<file path="src/sv/wsc_pkg.sv">
// Shared constants and types for the window slope charge detector.
`default_nettype none

package wsc_pkg;

  // Field widths fixed by the sample and register formats.
  localparam int SAMPLE_W       = 16;
  localparam int THR_W          = 16;
  localparam int CFG_IDX_W      = 1;
  localparam int WINDOW_LEN_DEF = 10;

  // Configuration register indexes.
  localparam logic [CFG_IDX_W-1:0] REG_SLOPE_THR = 1'd0;
  localparam logic [CFG_IDX_W-1:0] REG_RANGE_THR = 1'd1;

  // Sequencer controls broadcast to every cell of the window.
  typedef struct packed {
    logic shift;   // move the window one place toward the oldest end
    logic launch;  // start a fold record at the oldest cell
  } wsc_ctl_t;

  // Outcome of the slope and range tests for one window.
  typedef struct packed {
    logic                slope_ok;
    logic                range_ok;
    logic [SAMPLE_W-1:0] span;
  } wsc_verdict_t;

endpackage

`default_nettype wire

</file>
<file path="src/sv/wsc_sample_if.sv">
// Input channel carrying one cell-voltage sample per beat.
`default_nettype none

interface wsc_sample_if import wsc_pkg::*; ();
  logic                valid;
  logic                ready;
  logic [SAMPLE_W-1:0] cell_voltage;

  modport source (output valid, output cell_voltage, input ready);
  modport sink   (input valid, input cell_voltage, output ready);
endinterface

`default_nettype wire

</file>
<file path="src/sv/wsc_result_if.sv">
// Output channel carrying one detection result per beat.
`default_nettype none

interface wsc_result_if import wsc_pkg::*; ();
  logic                valid;
  logic                ready;
  logic                charging;
  logic                window_full;
  logic [SAMPLE_W-1:0] voltage_range;

  modport source (output valid, output charging, output window_full,
                  output voltage_range, input ready);
  modport sink   (input valid, input charging, input window_full,
                  input voltage_range, output ready);
endinterface

`default_nettype wire

</file>
<file path="src/sv/wsc_cfg_if.sv">
// Configuration write channel: register index and write data per beat.
`default_nettype none

interface wsc_cfg_if import wsc_pkg::*; ();
  logic                 valid;
  logic                 ready;
  logic [CFG_IDX_W-1:0] index;
  logic [THR_W-1:0]     data;

  modport source (output valid, output index, output data, input ready);
  modport sink   (input valid, input index, input data, output ready);
endinterface

`default_nettype wire

</file>
<file path="src/sv/wsc_cell.sv">
// One window cell: holds a sample and folds it into the passing record.
`default_nettype none

module wsc_cell import wsc_pkg::*; #(
  parameter int WINDOW_LEN = WINDOW_LEN_DEF,
  parameter int IDX        = 0
) (
  input  wire logic                clk,
  input  wire logic                rst,
  input  wire wsc_ctl_t            ctl,
  input  wire logic [SAMPLE_W-1:0] shift_in,
  output      logic [SAMPLE_W-1:0] sample_q,
  input  wire logic                tok_in,
  input  wire logic [SAMPLE_W-1:0] lo_in,
  input  wire logic [SAMPLE_W-1:0] hi_in,
  input  wire logic [SAMPLE_W+$clog2(WINDOW_LEN+1)-1:0] sum_y_in,
  input  wire logic [SAMPLE_W+$clog2(WINDOW_LEN*(WINDOW_LEN-1)/2+1)-1:0] sum_xy_in,
  output      logic                tok,
  output      logic [SAMPLE_W-1:0] lo,
  output      logic [SAMPLE_W-1:0] hi,
  output      logic [SAMPLE_W+$clog2(WINDOW_LEN+1)-1:0] sum_y,
  output      logic [SAMPLE_W+$clog2(WINDOW_LEN*(WINDOW_LEN-1)/2+1)-1:0] sum_xy
);

  localparam int SUMX    = WINDOW_LEN * (WINDOW_LEN - 1) / 2;
  localparam int SUMY_W  = SAMPLE_W + $clog2(WINDOW_LEN + 1);
  localparam int SUMXY_W = SAMPLE_W + $clog2(SUMX + 1);

  logic               fire;
  logic [SUMXY_W-1:0] weighted;

  // The oldest cell opens a new record; the others pass the neighbor's on.
  assign fire     = (IDX == 0) ? ctl.launch : tok_in;
  assign weighted = SUMXY_W'(sample_q) * SUMXY_W'(IDX);

  // Sample register, loaded from the newer neighbor on a window shift.
  always_ff @(posedge clk) begin
    if (ctl.shift) begin
      sample_q <= shift_in;
    end
  end

  // Record stage: fold this cell's sample into min, max and both sums.
  always_ff @(posedge clk) begin
    if (rst) begin
      tok <= 1'b0;
    end else begin
      tok <= fire;
    end
  end

  always_ff @(posedge clk) begin
    if (fire) begin
      lo     <= (sample_q < lo_in) ? sample_q : lo_in;
      hi     <= (sample_q > hi_in) ? sample_q : hi_in;
      sum_y  <= sum_y_in + SUMY_W'(sample_q);
      sum_xy <= sum_xy_in + weighted;
    end
  end

endmodule

`default_nettype wire

</file>
<file path="src/sv/wsc_decide.sv">
// Slope and range tests on the finished window record.
`default_nettype none

module wsc_decide import wsc_pkg::*; #(
  parameter int WINDOW_LEN = WINDOW_LEN_DEF
) (
  input  wire logic                clk,
  input  wire logic                load,
  input  wire logic [SAMPLE_W-1:0] lo,
  input  wire logic [SAMPLE_W-1:0] hi,
  input  wire logic [SAMPLE_W+$clog2(WINDOW_LEN+1)-1:0] sum_y,
  input  wire logic [SAMPLE_W+$clog2(WINDOW_LEN*(WINDOW_LEN-1)/2+1)-1:0] sum_xy,
  input  wire logic [THR_W-1:0]    slope_thr,
  input  wire logic [THR_W-1:0]    range_thr,
  output      wsc_verdict_t        verdict
);

  localparam int SUMX    = WINDOW_LEN * (WINDOW_LEN - 1) / 2;
  localparam int DEN     = WINDOW_LEN * WINDOW_LEN * (WINDOW_LEN * WINDOW_LEN - 1) / 12;
  localparam int SUMY_W  = SAMPLE_W + $clog2(WINDOW_LEN + 1);
  localparam int SUMXY_W = SAMPLE_W + $clog2(SUMX + 1);
  localparam int P1_W    = SUMXY_W + $clog2(WINDOW_LEN + 1);
  localparam int P2_W    = SUMY_W + $clog2(SUMX + 1);
  localparam int P3_W    = THR_W + $clog2(DEN + 1);
  localparam int P_W     = (P1_W > P2_W) ? P1_W : P2_W;
  localparam int NUM_W   = P_W + 1;
  localparam int LHS_W   = NUM_W + 4;
  localparam int CMP_W   = ((LHS_W > P3_W + 1) ? LHS_W : P3_W + 1) + 1;

  logic [P1_W-1:0]         p1;
  logic [P2_W-1:0]         p2;
  logic [P3_W-1:0]         p3;
  logic [SAMPLE_W-1:0]     span;
  logic signed [NUM_W-1:0] num;
  logic signed [CMP_W-1:0] lhs;
  logic signed [CMP_W-1:0] rhs;

  // Product stage: N*sumXY, sumX*sumY and threshold times the denominator.
  always_ff @(posedge clk) begin
    if (load) begin
      p1   <= P1_W'(sum_xy) * P1_W'(WINDOW_LEN);
      p2   <= P2_W'(sum_y) * P2_W'(SUMX);
      p3   <= P3_W'(slope_thr) * P3_W'(DEN);
      span <= hi - lo;
    end
  end

  // Compare 16 times the slope numerator against the scaled threshold, and the span against the range threshold.
  always_comb begin
    num = $signed(NUM_W'(p1)) - $signed(NUM_W'(p2));
    lhs = CMP_W'($signed({num, 4'b0000}));
    rhs = $signed({1'b0, (CMP_W-1)'(p3)});
    verdict.slope_ok = (lhs > rhs);
    verdict.range_ok = (span > range_thr);
    verdict.span     = span;
  end

endmodule

`default_nettype wire

</file>
<file path="src/sv/window_slope_charge_detector.sv">
// Top level: sample window of cells, sequencer, tests and result register.
// A new sample is taken only once the previous sample's result has been registered;
// the fold record walks the cell chain one cell per cycle, then one product stage
// and one compare stage follow before the result register.
// A waiting result does not block the next sample until that sample's result is due.
// Reset clears the fill count, sequencer and result valid and loads the thresholds
// with 205 and 64; window samples stay unknown until shifted in.
`default_nettype none

module window_slope_charge_detector import wsc_pkg::*; #(
  parameter int WINDOW_LEN = WINDOW_LEN_DEF
) (
  input  wire logic clk,
  input  wire logic rst,
  wsc_sample_if.sink   sample,
  wsc_result_if.source result,
  wsc_cfg_if.sink      cfg
);

  localparam int SUMX    = WINDOW_LEN * (WINDOW_LEN - 1) / 2;
  localparam int SUMY_W  = SAMPLE_W + $clog2(WINDOW_LEN + 1);
  localparam int SUMXY_W = SAMPLE_W + $clog2(SUMX + 1);
  localparam int FC_W    = $clog2(WINDOW_LEN + 1);

  localparam logic [1:0] ST_IDLE  = 2'd0;
  localparam logic [1:0] ST_SWEEP = 2'd1;
  localparam logic [1:0] ST_CMP   = 2'd2;

  logic [1:0]         state;
  logic [1:0]         state_next;
  logic               launch;
  logic [FC_W-1:0]    fill_count;
  logic               item_full;
  logic [THR_W-1:0]   slope_thr;
  logic [THR_W-1:0]   range_thr;
  logic               in_fire;
  logic               out_free;
  logic               out_valid;
  logic               out_charging;
  logic               out_full;
  logic [SAMPLE_W-1:0] out_range;
  wsc_ctl_t           ctl;
  wsc_verdict_t       verdict;

  // Per-cell chain signals, each read at its own fixed neighbor.
  logic [SAMPLE_W-1:0] smp    [WINDOW_LEN];
  logic                tok_c  [WINDOW_LEN];
  logic [SAMPLE_W-1:0] lo_c   [WINDOW_LEN];
  logic [SAMPLE_W-1:0] hi_c   [WINDOW_LEN];
  logic [SUMY_W-1:0]   sy_c   [WINDOW_LEN];
  logic [SUMXY_W-1:0]  sxy_c  [WINDOW_LEN];

  assign in_fire      = sample.valid && sample.ready;
  assign sample.ready = (state == ST_IDLE);
  assign out_free     = !out_valid || result.ready;
  assign ctl.shift    = in_fire;
  assign ctl.launch   = launch;

  // Configuration registers; writes are always taken.
  assign cfg.ready = 1'b1;

  always_ff @(posedge clk) begin
    if (rst) begin
      slope_thr <= THR_W'(205);
      range_thr <= THR_W'(64);
    end else if (cfg.valid) begin
      if (cfg.index == REG_SLOPE_THR) begin
        slope_thr <= cfg.data;
      end else if (cfg.index == REG_RANGE_THR) begin
        range_thr <= cfg.data;
      end
    end
  end

  // Cell chain: cell 0 holds the oldest sample, the last cell the newest.
  for (genvar i = 0; i < WINDOW_LEN; i++) begin : g_cell
    logic [SAMPLE_W-1:0] shift_in;
    logic                tok_in;
    logic [SAMPLE_W-1:0] lo_in;
    logic [SAMPLE_W-1:0] hi_in;
    logic [SUMY_W-1:0]   sy_in;
    logic [SUMXY_W-1:0]  sxy_in;

    if (i == WINDOW_LEN - 1) begin : g_tail
      assign shift_in = sample.cell_voltage;
    end else begin : g_mid
      assign shift_in = smp[i+1];
    end

    if (i == 0) begin : g_head
      assign tok_in = 1'b0;
      assign lo_in  = '1;
      assign hi_in  = '0;
      assign sy_in  = '0;
      assign sxy_in = '0;
    end else begin : g_link
      assign tok_in = tok_c[i-1];
      assign lo_in  = lo_c[i-1];
      assign hi_in  = hi_c[i-1];
      assign sy_in  = sy_c[i-1];
      assign sxy_in = sxy_c[i-1];
    end

    wsc_cell #(
      .WINDOW_LEN (WINDOW_LEN),
      .IDX        (i)
    ) u_cell (
      .clk       (clk),
      .rst       (rst),
      .ctl       (ctl),
      .shift_in  (shift_in),
      .sample_q  (smp[i]),
      .tok_in    (tok_in),
      .lo_in     (lo_in),
      .hi_in     (hi_in),
      .sum_y_in  (sy_in),
      .sum_xy_in (sxy_in),
      .tok       (tok_c[i]),
      .lo        (lo_c[i]),
      .hi        (hi_c[i]),
      .sum_y     (sy_c[i]),
      .sum_xy    (sxy_c[i])
    );
  end

  // Slope and range tests on the record leaving the newest cell.
  wsc_decide #(
    .WINDOW_LEN (WINDOW_LEN)
  ) u_decide (
    .clk       (clk),
    .load      (tok_c[WINDOW_LEN-1]),
    .lo        (lo_c[WINDOW_LEN-1]),
    .hi        (hi_c[WINDOW_LEN-1]),
    .sum_y     (sy_c[WINDOW_LEN-1]),
    .sum_xy    (sxy_c[WINDOW_LEN-1]),
    .slope_thr (slope_thr),
    .range_thr (range_thr),
    .verdict   (verdict)
  );

  // Sequencer next state.
  always_comb begin
    state_next = state;
    unique case (state)
      ST_IDLE: begin
        if (in_fire) state_next = ST_SWEEP;
      end
      ST_SWEEP: begin
        if (tok_c[WINDOW_LEN-1]) state_next = ST_CMP;
      end
      ST_CMP: begin
        if (out_free) state_next = ST_IDLE;
      end
      default: begin
        state_next = ST_IDLE;
      end
    endcase
  end

  // Sequencer state, record launch and fill count.
  always_ff @(posedge clk) begin
    if (rst) begin
      state      <= ST_IDLE;
      launch     <= 1'b0;
      fill_count <= '0;
    end else begin
      state  <= state_next;
      launch <= in_fire;
      if (in_fire && (fill_count != FC_W'(WINDOW_LEN))) begin
        fill_count <= fill_count + 1'b1;
      end
    end
  end

  // Whether the window is full once this beat's sample is in.
  always_ff @(posedge clk) begin
    if (in_fire) begin
      item_full <= (fill_count >= FC_W'(WINDOW_LEN - 1));
    end
  end

  // Result register; holds the beat until the sink takes it.
  always_ff @(posedge clk) begin
    if (rst) begin
      out_valid <= 1'b0;
    end else if ((state == ST_CMP) && out_free) begin
      out_valid <= 1'b1;
    end else if (result.ready) begin
      out_valid <= 1'b0;
    end
  end

  always_ff @(posedge clk) begin
    if ((state == ST_CMP) && out_free) begin
      out_charging <= item_full && verdict.slope_ok && verdict.range_ok;
      out_full     <= item_full;
      out_range    <= item_full ? verdict.span : '0;
    end
  end

  assign result.valid         = out_valid;
  assign result.charging      = out_charging;
  assign result.window_full   = out_full;
  assign result.voltage_range = out_range;

endmodule

`default_nettype wire

</file>
<file path="src/flat_wrapper.sv">
// flat-port wrapper written by rule: the top's interface ports become plain ports
module window_slope_charge_detector_flat import wsc_pkg::*;
#(
  parameter int WINDOW_LEN = WINDOW_LEN_DEF
)
  (clk, rst, sample_valid, sample_cell_voltage, sample_ready, result_valid, result_charging, result_window_full, result_voltage_range, result_ready, cfg_valid, cfg_index, cfg_data, cfg_ready);
  wsc_sample_if sample_i ();
  wsc_result_if result_i ();
  wsc_cfg_if cfg_i ();
  input  wire logic clk;
  input  wire logic rst;
  input wire logic [$bits(sample_i.valid)-1:0] sample_valid;
  input wire logic [$bits(sample_i.cell_voltage)-1:0] sample_cell_voltage;
  output wire logic [$bits(sample_i.ready)-1:0] sample_ready;
  output wire logic [$bits(result_i.valid)-1:0] result_valid;
  output wire logic [$bits(result_i.charging)-1:0] result_charging;
  output wire logic [$bits(result_i.window_full)-1:0] result_window_full;
  output wire logic [$bits(result_i.voltage_range)-1:0] result_voltage_range;
  input wire logic [$bits(result_i.ready)-1:0] result_ready;
  input wire logic [$bits(cfg_i.valid)-1:0] cfg_valid;
  input wire logic [$bits(cfg_i.index)-1:0] cfg_index;
  input wire logic [$bits(cfg_i.data)-1:0] cfg_data;
  output wire logic [$bits(cfg_i.ready)-1:0] cfg_ready;
  assign sample_i.valid = sample_valid;
  assign sample_i.cell_voltage = sample_cell_voltage;
  assign sample_ready = sample_i.ready;
  assign result_valid = result_i.valid;
  assign result_charging = result_i.charging;
  assign result_window_full = result_i.window_full;
  assign result_voltage_range = result_i.voltage_range;
  assign result_i.ready = result_ready;
  assign cfg_i.valid = cfg_valid;
  assign cfg_i.index = cfg_index;
  assign cfg_i.data = cfg_data;
  assign cfg_ready = cfg_i.ready;
  window_slope_charge_detector #(.WINDOW_LEN(WINDOW_LEN)) u_core (.clk(clk), .rst(rst), .sample(sample_i), .result(result_i), .cfg(cfg_i));
endmodule
</file>
<file path="config.mk">
export PLATFORM = sky130hd
export DESIGN_NAME = window_slope_charge_detector_flat
export DESIGN_NICKNAME = d
export VERILOG_FILES = /design/src/sv/wsc_pkg.sv /design/src/sv/wsc_sample_if.sv /design/src/sv/wsc_result_if.sv /design/src/sv/wsc_cfg_if.sv /design/src/sv/wsc_cell.sv /design/src/sv/wsc_decide.sv /design/src/sv/window_slope_charge_detector.sv /design/src/flat_wrapper.sv
export SDC_FILE = /design/constraint.sdc
export NUM_CORES = 2
export LEC_CHECK = 0
export ABC_AREA = 1
export BUFFER_PORTS_ARGS = -buffer_cell sky130_fd_sc_hd__buf_2
export CAP_MARGIN = 0
export CORE_UTILIZATION = 38
export CTS_CLUSTER_SIZE = 16
export DETAILED_ROUTE_END_ITERATION = 12
export MAX_ROUTING_LAYER = met4
export SLEW_MARGIN = 40
export SYNTH_ARGS = -nofsm -noshare
export SYNTH_HDL_FRONTEND = slang
export SYNTH_SLANG_ARGS = --single-unit
</file>
<file path="constraint.sdc">
create_clock -name clk -period 4.4 [get_ports clk]
set_input_delay 0.22 -clock clk [delete_from_list [all_inputs] [get_ports clk]]
set_output_delay 0.22 -clock clk [all_outputs]
set_load 0.02 [all_outputs]
</file>
=== Word-level counts from Yosys, hierarchy flattened ===
Cells that the tools add are included.

* Add/subtract/negate cells: 20
* Multipliers: 8
* Magnitude comparators: 23
* Eq/ne operators: 6
* Mux-type cells: 24
* Bitwise gates (word level): 1
* Reduce and logical (&&, ||, !) cells: 12

{| class="wikitable"
|+ Operator list
! kind !! number
|-
| 2-to-1 mux 16 bit || 18
|-
| adder 20 x 16 -> 20 bit || 8
|-
| greater-than comparator 16 bit || 10
|-
| < comparator 16 bit || 9
|-
| adder 22 x 19 -> 22 bit || 4
|-
| adder 22 x 18 -> 22 bit || 2
|-
| multiplier 16 x 3 -> 19 bit, second input constant || 2
|-
| multiplier 16 x 2 -> 18 bit, second input constant || 2
|-
| greater-than comparator 31 x 27 -> 1 bit || 1
|-
| subtractor 26 x 26 -> 27 bit || 1
|-
| multiplier 16 x 10 -> 26 bit, second input constant || 1
|-
| multiplier 20 x 6 -> 26 bit, second input constant || 1
|-
| multiplier 22 x 3 -> 25 bit, second input constant || 1
|-
| adder 22 x 20 -> 22 bit || 1
|-
| multiplier 16 x 4 -> 20 bit, second input constant || 1
|-
| adder 16 x 17 -> 18 bit || 1
|-
| adder 16 x 16 -> 17 bit || 1
|-
| greater-than comparator 16 x 1 -> 1 bit, second input constant || 1
|-
| < comparator 16 bit, second input constant || 1
|-
| subtractor 16 bit || 1
|-
| 2-to-1 mux 2 bit || 3
|-
| one-hot mux 2 bit (3 select lines) || 1
|-
| logical AND 1 bit || 5
|-
| adder 4 x 1 -> 4 bit, second input constant || 1
|-
| 14 further kinds || 17
|}

* Flip-flop bits (word level): 1030
* Input bits: 38
* Output and inout port bits: 21

=== Logic depth before layout (Yosys ltp) ===
* Word-level depth: 4
* Gate-level depth with buffers: 22

=== Hierarchy ===
A second synthesis with hierarchy kept.

* Cells, all modules: 9372
* Area, all modules: 80110.6 µm²

{| class="wikitable"
|+ By module, submodules not included
! module !! instances !! cells an instance !! area each (µm²) !! sequential area each (µm²)
|-
| wsc_decide || 1 || 1531 || 12851.1 || 2792.7
|-
| wsc_cell (u_core.g_cell[6].u_cell) || 1 || 887 || 7183.1 || 2722.6
|-
| wsc_cell (u_core.g_cell[7].u_cell) || 1 || 836 || 7079.3 || 2722.6
|-
| wsc_cell (u_core.g_cell[5].u_cell) || 1 || 836 || 7040.5 || 2722.6
|-
| wsc_cell (u_core.g_cell[9].u_cell) || 1 || 831 || 6994.2 || 2722.6
|-
| wsc_cell (u_core.g_cell[3].u_cell) || 1 || 760 || 6641.4 || 2722.6
|-
| wsc_cell (u_core.g_cell[2].u_cell) || 1 || 723 || 6257.3 || 2722.6
|-
| wsc_cell (u_core.g_cell[4].u_cell) || 1 || 720 || 6207.2 || 2722.6
|-
| wsc_cell (u_core.g_cell[1].u_cell) || 1 || 745 || 6187.2 || 2722.6
|-
| wsc_cell (u_core.g_cell[8].u_cell) || 1 || 713 || 6145.9 || 2722.6
|-
| wsc_cell (u_core.g_cell[0].u_cell) || 1 || 529 || 5243.8 || 2722.6
|-
| window_slope_charge_detector || 1 || 261 || 2279.7 || 1371.3
|}

=== Worst setup path after synthesis ===
Ideal clock, no wire load.

* Kind: register to register
* Start point: register u_core.state[0]
* End point: register u_core.g_cell[0].u_cell.sample_q[0], enable pin
* Setup time: 0.513 ns
* Arrival time: 3.948 ns
* Required time: 3.887 ns
* Setup slack: -0.060 ns
* Cell stages (with the launch flop): 4
* Clock period less this slack: 4.460 ns
* Cells stage by stage: dfxtp_1 -> nor2_1 -> nand2_1 -> inv_1

* Cells in the longest elaborated chain, start to end: 2

{| class="wikitable"
|+ RTL lines
! what !! line !! source
|-
| start, declared || window_slope_charge_detector.sv:29 || <nowiki>logic [1:0] state;</nowiki>
|-
| start signal, assigned || window_slope_charge_detector.sv:167 || <nowiki>state <= state_next;</nowiki>
|-
| zero test 2 bit || window_slope_charge_detector.sv:54 || <nowiki>assign sample.ready = (state == ST_IDLE);</nowiki>
|-
| named net sample_ready || flat_wrapper.sv:14 || <nowiki>output wire logic [$bits(sample_i.ready)-1:0] sample_ready;</nowiki>
|-
| logical AND 1 bit || window_slope_charge_detector.sv:53 || <nowiki>assign in_fire = sample.valid && sample.ready;</nowiki>
|-
| named net u_core.in_fire || window_slope_charge_detector.sv:36 || <nowiki>logic in_fire;</nowiki>
|-
| end signal, assigned || wsc_cell.sv:39 || <nowiki>sample_q <= shift_in;</nowiki>
|-
| end, declared || wsc_cell.sv:12 || <nowiki>output logic [SAMPLE_W-1:0] sample_q,</nowiki>
|}

The timed path passes the listed nets, and every way through them passes these cells.
A chain may end at the register's enable or synchronous reset.

=== Worst setup path in the final report ===
* Start point: register u_core.slope_thr[4]
* End point: register u_core.u_decide.p3[23] (data pin)

* Cells in the longest elaborated chain, start to end: 1

{| class="wikitable"
|+ RTL lines
! what !! line !! source
|-
| start, declared || window_slope_charge_detector.sv:34 || <nowiki>logic [THR_W-1:0] slope_thr;</nowiki>
|-
| start signal, assigned || window_slope_charge_detector.sv:68 || <nowiki>slope_thr <= cfg.data;</nowiki>
|-
| multiplier 16 x 10 -> 26 bit || wsc_decide.sv:43 || <nowiki>p3 <= P3_W'(slope_thr) * P3_W'(DEN);</nowiki>
|-
| end signal, assigned || wsc_decide.sv:43 ||
|-
| end, declared || wsc_decide.sv:32 || <nowiki>logic [P3_W-1:0] p3;</nowiki>
|}

Every way passes these cells.

==> metrics.txt <==
status completed; First-pass DRT Iterations 7; Final Core Density 43.2%; minimum clock period 4.24 ns; crit path setup slack, layout 0.157 ns; clk_skew 0.0892 ns; Post-Syn Area 69000 µm²; Synth top area share 42.0%; Yosys warning count 0; Final ANT Viol Nets 0; clk buf depth 3; initial antenna violation count 0; final hold vios 0; critical path launch point u_core.slope_thr[4]; Final setup viols 0; ys async rst share 0%; Worst Setup Path Type flop to flop; CTS tree yes; Final Cycle Share 96.4%; Post-Synthesis Mean Instance Area 9.65 µm²; final WL 187 mm; die span in y 428 µm; Placement Rows 155; DR WL/cell 19.0 µm; Critical Path AT 4.76 ns; Ant. Diodes 0; Reg clk slew, reported paths 0.06 ns; placed wire-length estimate 147 mm; CTS Root Cell clkbuf_16; vias 50802; crit start category flop; die area 183000 µm²; Cell variety after synth 62; P per Cell Area 378 nW/µm²; Syn Nets 8233; Total GRT Usage 20.9%; area growth from synthesis to layout 12.3%; worst-skew pair later-pin latency 0.80 ns; IO Pins 59; Mapped Cells 7147; pin count of the biggest net entering global routing 113; critical path peak fanout 4; most frequent cells in the layout nand2_1, inv_1, edfxtp_1, ha_1, a21oi_1; leading cell type in the layout, fill and taps excluded nand2_1; nets 8467; die width 428 µm; largest cells by area after synthesis edfxtp_1, ha_1, nand2_1, inv_1, fa_1; Hold Crit Start cfg_valid; family with the most delay on the worst path adder cells; GP Congestion 0.941; H-tree Lvls 3; vias per cell 5.16; CORE AREA 179000 µm²; fraction of layout instances using a drive strength above 1 7.83%; fmax 236 MHz; CP Data Required Time 4.92 ns; IO Port Bufs 57; clock tree sinks 1014; register area share after synthesis 43.4%; cell taking the most area after synthesis edfxtp_1; first-pass GRT wire length 292 mm; max incr delay on CP 0.51 ns; Max transition margin 42.6%; HP Class input pin to flop; CP cell instances ha_4, inv_1, fa_1, inv_1, fa_1, fa_1, inv_1, fa_1, inv_1, ha_4, nand2_4, nor2_2, nand3_1, nand4_1, a21oi_2, nor2_1, nor2_1, xor2_1; DRT iter0 DRCs 3564; setup TNS 0 ns; Worst R2R Start u_core.slope_thr[4]; synthesized flop and latch total 1014; Power, Total 29.3 mW; actual slew at the worst max-slew pin 0.861 ns; Slowest-stage cell, CP fa_1; initial core utilization 38.4%; CTS buffer count 114; max cap viols 0; combined buffer and inverter count along the critical path 4; Worst VDD drop 0.000378 V; number of flops mapped to enable cells by yosys 964; CP Capture Type flop; Slew Limit Fails 0; RSZ-0062 raised after global routing yes; pre-CTS WS -0.156 ns; vias in the first global route 51017; Main synth FF type edfxtp_1; P_leak 34.8 nW; GRT overflow 0; DRC errors left 0
==> sequential cells by signal, indices dropped and copies added, names as in the netlist, 2 cells and up <==
register,cells
u_core.slope_thr,16
u_core.g_cell.u_cell.hi,160
u_core.state,2
u_core.fill_count,4
u_core.range_thr,16
u_core.u_decide.p2,26
u_core.g_cell.u_cell.lo,160
u_core.u_decide.p1,25
u_core.g_cell.u_cell.sum_y,190
u_core.g_cell.u_cell.sum_xy,182
u_core.u_decide.span,16
u_core.u_decide.p3,26
u_core.result.voltage_range,16
u_core.g_cell.u_cell.tok,10
u_core.g_cell.u_cell.sample_q,160
==> synthesized netlist by cell type, types with 47 or more instances <==
master	instances
nand2_1	1328
clkbuf_1	54
ha_1	875
inv_1	1072
dfxtp_1	50
o21ai_0	209
nor2_1	381
a21o_1	49
nor3_1	51
fa_1	173
nand3_1	386
xnor2_1	128
edfxtp_1	964
o21ai_1	47
nand4_1	76
a21oi_1	661
xor2_1	260
==> power breakdown <==
group / internal, mW / switching, mW / leakage (nW)
clock: 5.73 / 4.34 / 1.92
sequential: 11.2 / 0.388 / 9.22
combinational: 3.17 / 4.48 / 23.6
==> worst register-to-register path, stage by stage, from the launching register on <==
cell	delay (ns)
dfxtp_4	0.37
ha_4	0.28
inv_1	0.06
fa_1	0.50
inv_1	0.05
fa_1	0.47
fa_1	0.51
inv_1	0.05
fa_1	0.50
inv_1	0.06
ha_4	0.30
nand2_4	0.07
nor2_2	0.10
nand3_1	0.09
nand4_1	0.17
a21oi_2	0.09
nor2_1	0.12
nor2_1	0.07
xor2_1	0.14
==> through the flow <==
step	hold slack [ns]	cell area, µm²	cells
finish	0.0829	77500	9838
global route	0.102	77500	9838
CTS	0.138	77200	9837
detailed placement	0.399	72600	9574
global placement	0.399	72600	9573
floorplan	0.289	69000	7147
==> per-layer routing <==
| metal | vias to the layer above | track usage (%) | wire length [µm] |
|---|---|---|---|
| met5 | - | - | 0 |
| met4 | 0 | 6.45 | 5470 |
| met3 | 274 | 1.94 | 8890 |
| met2 | 1306 | 34.7 | 89500 |
| met1 | 24319 | 27.1 | 83400 |
| li1 | 24903 | - | - |
==> worst paths after layout <==
kind                                        to  slack, ns  depth (start not counted)
max reg2reg             u_core.u_decide.p3[23]       0.16                         18
min                       u_core.range_thr[13]       0.08                          3
max                     u_core.u_decide.p3[23]       0.16                         18
min reg2reg  u_core.g_cell[8].u_cell.sum_xy[2]       0.43                          0
==> cell type report <==
class	instances	area, µm²
Clock inverter	88	1000
Timing Repair Buffer	217	1650
Tap cell	2355	2950
Inverter	1083	4070
Fill cell	17070	102000
Multi-Input combinational cell	4951	34800
Sequential cell	1014	30000
Clock buffer	130	2990
==> repair_timing <==
action / in CTS / in global routing
setup buffers: 1 / 0
endpoints found under the setup margin: 11 / 14
endpoints found under the hold margin: 62 / 0
gates resized for setup: 24 / 52
pin swaps: 5 / 33
hold buffers: 44 / 0
==> logic make-up after synthesis <==
group / Yosys count / share of synthesized area (%)
and+or+nand+nor: 2319 / 14.2
AOI/OAI and AO/OA: 1195 / 9.90
buffers and inverters: 1182 / 6.63
adders and majority gates: 1048 / 20.9
DFF: 1014 / 43.4
xor gates and xnor gates: 388 / 4.93
other: 1 / 0.00544
(Power assumes the default switching activity.)
